==> config.mk <==
export PLATFORM = sky130hd
export DESIGN_NAME = ibmh_ram
export DESIGN_NICKNAME = d
export VERILOG_FILES = /design/src/rtl/ibmh_ram.sv
export SDC_FILE = /design/constraint.sdc
export NUM_CORES = 2
export LEC_CHECK = 0
export ABC_CLOCK_PERIOD_IN_PS = 2800
export BUFFER_PORTS_ARGS = -buffer_cell sky130_fd_sc_hd__buf_2
export CAP_MARGIN = 10
export CORE_ASPECT_RATIO = 1.4
export CORE_UTILIZATION = 44
export CTS_CLUSTER_DIAMETER = 30
export DETAILED_ROUTE_END_ITERATION = 10
export SYNTH_ARGS = -nofsm -noshare
export SYNTH_HDL_FRONTEND = slang
export SYNTH_SLANG_ARGS = --single-unit
==> constraint.sdc <==
create_clock -name aclk -period 2.8 [get_ports aclk]
set_input_delay 0.84 -clock aclk [delete_from_list [all_inputs] [get_ports aclk]]
set_output_delay 0.84 -clock aclk [all_outputs]
set_load 0.01 [all_outputs]
==> src/rtl/ibmh_ram.sv <==
// Generic single-port-write, single-read RAM with a registered read.
`timescale 1ns / 1ps
module ibmh_ram #(
    parameter int WIDTH = 8,
    parameter int DEPTH = 256
) (
    input  logic                     aclk,
    input  logic                     we,
    input  logic [$clog2(DEPTH)-1:0] waddr,
    input  logic [WIDTH-1:0]         wdata,
    input  logic [$clog2(DEPTH)-1:0] raddr,
    output logic [WIDTH-1:0]         rdata
);
    logic [WIDTH-1:0] mem [DEPTH];

    always_ff @(posedge aclk) begin
        if (we) begin
            mem[waddr] <= wdata;
        end
        rdata <= mem[raddr];
    end
endmodule

### Word level (Yosys, flattened, before mapping)

Memory sizes are Yosys's and may differ from the RTL's. A register that Yosys moved wholly into a read port is not among the register bits.
Cells that the tools add are included.
Widths: inputs -> output; s select.

| operators by class | value |
|---|---|
| muxes and demuxes | 2 |

Operators with widths:

| cell | number |
|---|---|
| $mux 1 | 2 |

| word-level totals | value |
|---|---|
| memories kept | 1 |
| flip-flop bits (word level) | 0 |
| RAM bits | 2,048 |
| input bits | 26 |
| logic and storage cells | 3 |

Memories:

| memory | words | width | read ports | clocked after memory_dff | wr ports | RTL line | RTL |
|---|---|---|---|---|---|---|---|
| mem | 256 | 8 | 1 | 1 | 1 | 14 | `logic [WIDTH-1:0] mem [DEPTH];` |

### Logic depth before layout (Yosys ltp)

| depth | value |
|---|---|
| word-level depth | 2 |
| depth in mapped cells | 11 |
| mapped depth without buffers | 6 |

### Worst setup path before layout

OpenSTA, ideal clock, no wires.

| path | value |
|---|---|
| path type | input port to flip-flop |
| start point | input port raddr[0] |
| end point | register rdata[2], read port of mem |
| slack | 22 ps |
| stages | 9 |
| arrival | 2,647 ps |
| buffers on the path | 4 |
| setup time | 131 ps |
| data required time | 2,669 ps |
| cells stage by stage | buf_6 -> buf_12 -> buf_8 -> buf_2 -> mux4_2 -> a22oi_1 -> a21oi_1 -> nor4_1 -> nor4_2 |

RTL lines:

| item | RTL line | RTL |
|---|---|---|
| from (decl) | 11 | `input logic [$clog2(DEPTH)-1:0] raddr,` |
| to (decl) | 12 | `output logic [WIDTH-1:0] rdata` |

==> impl_metrics.toml <==
[cts]
cts_tree = "yes"
htreeDepth = 5
cts_made_buffers = 341
clock-sinks = 2056
clock_latency_ns = 0.95
cts.reportedPaths.clkPinSlew_ns = 0.06
cts_root_buf = "clkbuf_16"
clock_path_buffers = 4

[die]
die_w_um = 361
die_h_um = 505
pin_count = 34
core_mm2 = 0.180
rows = 184
initial_utilization = 0.443
fp.dieArea_mm2 = 0.183

[placed_design]
dpl.hpwl_um = 138000
numPortBuffers = 33
gp_congestion = 0.860

[route]
drt_wl_total_um = 211000
dr.pass1.iters = 5
ant_nets = 0
drc = 0
drt_iter0_markers = 4513
avgViaCountPerCell = 5.81
routedWlPerCell_um = 29.5
vias = 41500

[logic_synthesis]
ys_ff_latch = 2056
syn_inst = 3733
synth_flop_cell = "edfxtp_1"
ys_types = 55
yosysSeqAreaShare = 0.775
synth_enable_flop_cells = 2048
syn_nets = 3759
syn_area_mm2 = 0.0796
synthArstFlopShare = 0
synth_area_per_cell_um2 = 21.3
synth_warnings = 0

[global_route]
grt_antenna_before_repair = 16
globalRouteOverflowTotal = 0
grt_first_pass_wirelength_um = 306000
grt_max_degree = 81
grt_use_total = 0.234
grt_pass1_vias = 43200

[worst_setup_path]
r2r_end = "rdata[4]"
path_buf_inv = 4
cpLargestDelayFamily = "multiplexers"
required_ns = 3.62
critPathKind = "in -> reg"
critical_path.max_stage_delay_ns = 0.61
path_cells = "buf_8, buf_12, buf_4, mux4_2, mux4_2, nor2b_1, nor4_4, buf_4, nor4_1"
reg2reg_slack_ns = 0.20
slowest_stage = "nor4_4"
arrival_ns = 3.57
start_kind = "input pin"
worstSetupEndpointType = "register"
worstSetupStartpoint = "raddr[0]"
rr_worst_depth = 6
r2r_start = "mem[84][4]"
crit_fanout = 16

[cells_and_area]
syn_to_final_growth_pct = 24.4
final_nets = 4577
drive_above_1_share = 0.362
final_util = 0.551
multiInputGateArea_mm2 = 0.0166
fillCellCount = 13400
final_cell_mix = "2048 x edfxtp_1, 577 x buf_4, 454 x mux4_2"
final_common_cell = "edfxtp_1"
seq_area_mm2 = 0.0617

[pwr]
p_sw_uw = 17000
max-vdd-ir-drop_uv = 836
combPwrFrac = 0.045
power_density_mw_per_mm2 = 792
p_clk_frac = 0.520
internal-power_uw = 61400
p_leak_uw = 0.0327
power_frac_seq = 0.434
netSwitchingFraction = 0.217

[sta]
setup_viol_count_final = 0
rsz0062_at_grt = "false"
hold_violations = 0
maxSlewHeadroom = 0.368
clock_skew_ns = 0.0907
drv_slew = 0
worstMarginPinSlew_ns = 0.925
max_freq_mhz = 363
fin_tns_setup_ns = 0
period_share = 0.984
min_period_ns = 2.76

[hold_path]
hold_depth = 1
worstHoldPathType = "in -> reg"
hold_start = "wdata[3]"
hold_path_end = "mem[1][3]"

[outcome]
status = "complete, no violations"

[job]
max-cap-violations = 0
[how the worst max path moves through the flow]
stage               endpoint  slack [ns]  cells after the start
CTS                 rdata[4]        0.05                     11
global placement    rdata[2]       -2.27                     13
detailed placement  rdata[0]       -1.43                     11
global route        rdata[1]       0.006                      9
floorplan           rdata[2]        0.02                      9
finish              rdata[4]        0.04                      9
[sequential cells by signal (all words and copies together) (netlist names)]
name,flops
rdata,8
mem,2048
[cell usage after synthesis, types with 4 or more instances]
| master | count | share of area |
|---|---|---|
| nand3_1 | 34 | 0.0021 |
| o32ai_1 | 4 | 0.00044 |
| a22oi_1 | 133 | 0.013 |
| buf_2 | 31 | 0.0020 |
| buf_12 | 8 | 0.0020 |
| o22a_1 | 5 | 0.00055 |
| buf_4 | 27 | 0.0025 |
| nand2_1 | 33 | 0.0016 |
| o221ai_1 | 46 | 0.0051 |
| nand2b_1 | 8 | 0.00063 |
| nor2_1 | 282 | 0.013 |
| or2_2 | 4 | 0.00031 |
| and2_1 | 6 | 0.00047 |
| o211ai_1 | 10 | 0.00094 |
| buf_6 | 21 | 0.0030 |
| mux4_2 | 454 | 0.13 |
| nor2b_1 | 31 | 0.0024 |
| a211oi_1 | 16 | 0.0015 |
| a21oi_1 | 96 | 0.0060 |
| dfxtp_1 | 8 | 0.0020 |
| clkbuf_1 | 111 | 0.0052 |
| edfxtp_1 | 2048 | 0.77 |
| nand4_1 | 10 | 0.00079 |
| mux2i_1 | 134 | 0.017 |
| o22ai_1 | 28 | 0.0022 |
| a221oi_1 | 13 | 0.0014 |
| o21ai_0 | 10 | 0.00063 |
| buf_8 | 13 | 0.0025 |
| nor4_1 | 24 | 0.0019 |
| buf_1 | 22 | 0.0010 |
| nor3_1 | 22 | 0.0014 |
| a22o_1 | 8 | 0.00088 |
[repair_timing]
| action | CTS | global route |
|---|---|---|
| pin swaps | 0 | 1 |
| resized for setup | 4 | 5 |
| endpoints found under the setup margin | 3 | 3 |
| buffers inserted | 0 | 0 |
| hold buffers | 0 | 0 |
[layer usage]
metal	track usage	share of wire
met5	0	0.00032
met4	0.0793	0.032
met3	0.0408	0.067
met2	0.406	0.52
met1	0.297	0.38
[stage by stage]
stage	std cells	total power (µW)	area, µm²	setup WS (ns)	hold WS [ns]
2_1_floorplan	3733	36300	79600	0.0221	0.770
3_3_place_gp	6532	38200	87700	-2.27	1.06
3_5_place_dp	6533	38200	87700	-1.43	1.06
4_1_cts	7137	78900	98900	0.0455	0.254
5_1_grt	7139	80200	99000	0.00648	0.277
6_report	7140	78400	99000	0.0447	0.300
[layout make-up]
type / count / area share
well taps: 2325 / 0.0294
inverters: 2 / 0.0000758
diodes: 3 / 0.0000758
multi-input cells: 1442 / 0.167
flip-flops and latches: 2056 / 0.623
clock buffers: 379 / 0.0897
clock inverters: 225 / 0.0240
repair buffers: 708 / 0.0665
[power groups by stage]
stage	sequential [µW]	clock [µW]	combinational, µW
6_report	34000	40800	3560
5_1_grt	34000	42500	3740
4_1_cts	34000	41200	3600
3_5_place_dp	34600	0	3580
3_3_place_gp	34600	0	3540
2_1_floorplan	34600	0	1650
[worst reg2reg max path: cells and delay by family, from the launching register on]
kind	cells	cell delay [ns]
muxes	2	0.98
and+or+nand+nor	3	0.89
DFF	1	0.40
buffers and inverters	1	0.23
[kinds of logic after synthesis]
kind of cell,count (synthesis),synth area share
compound gates,385,0.0342
mux,591,0.146
flops,2056,0.775
simple gates,466,0.0263
buf+inv,235,0.0183
Note: power is estimated with default switching activity, not from simulation.
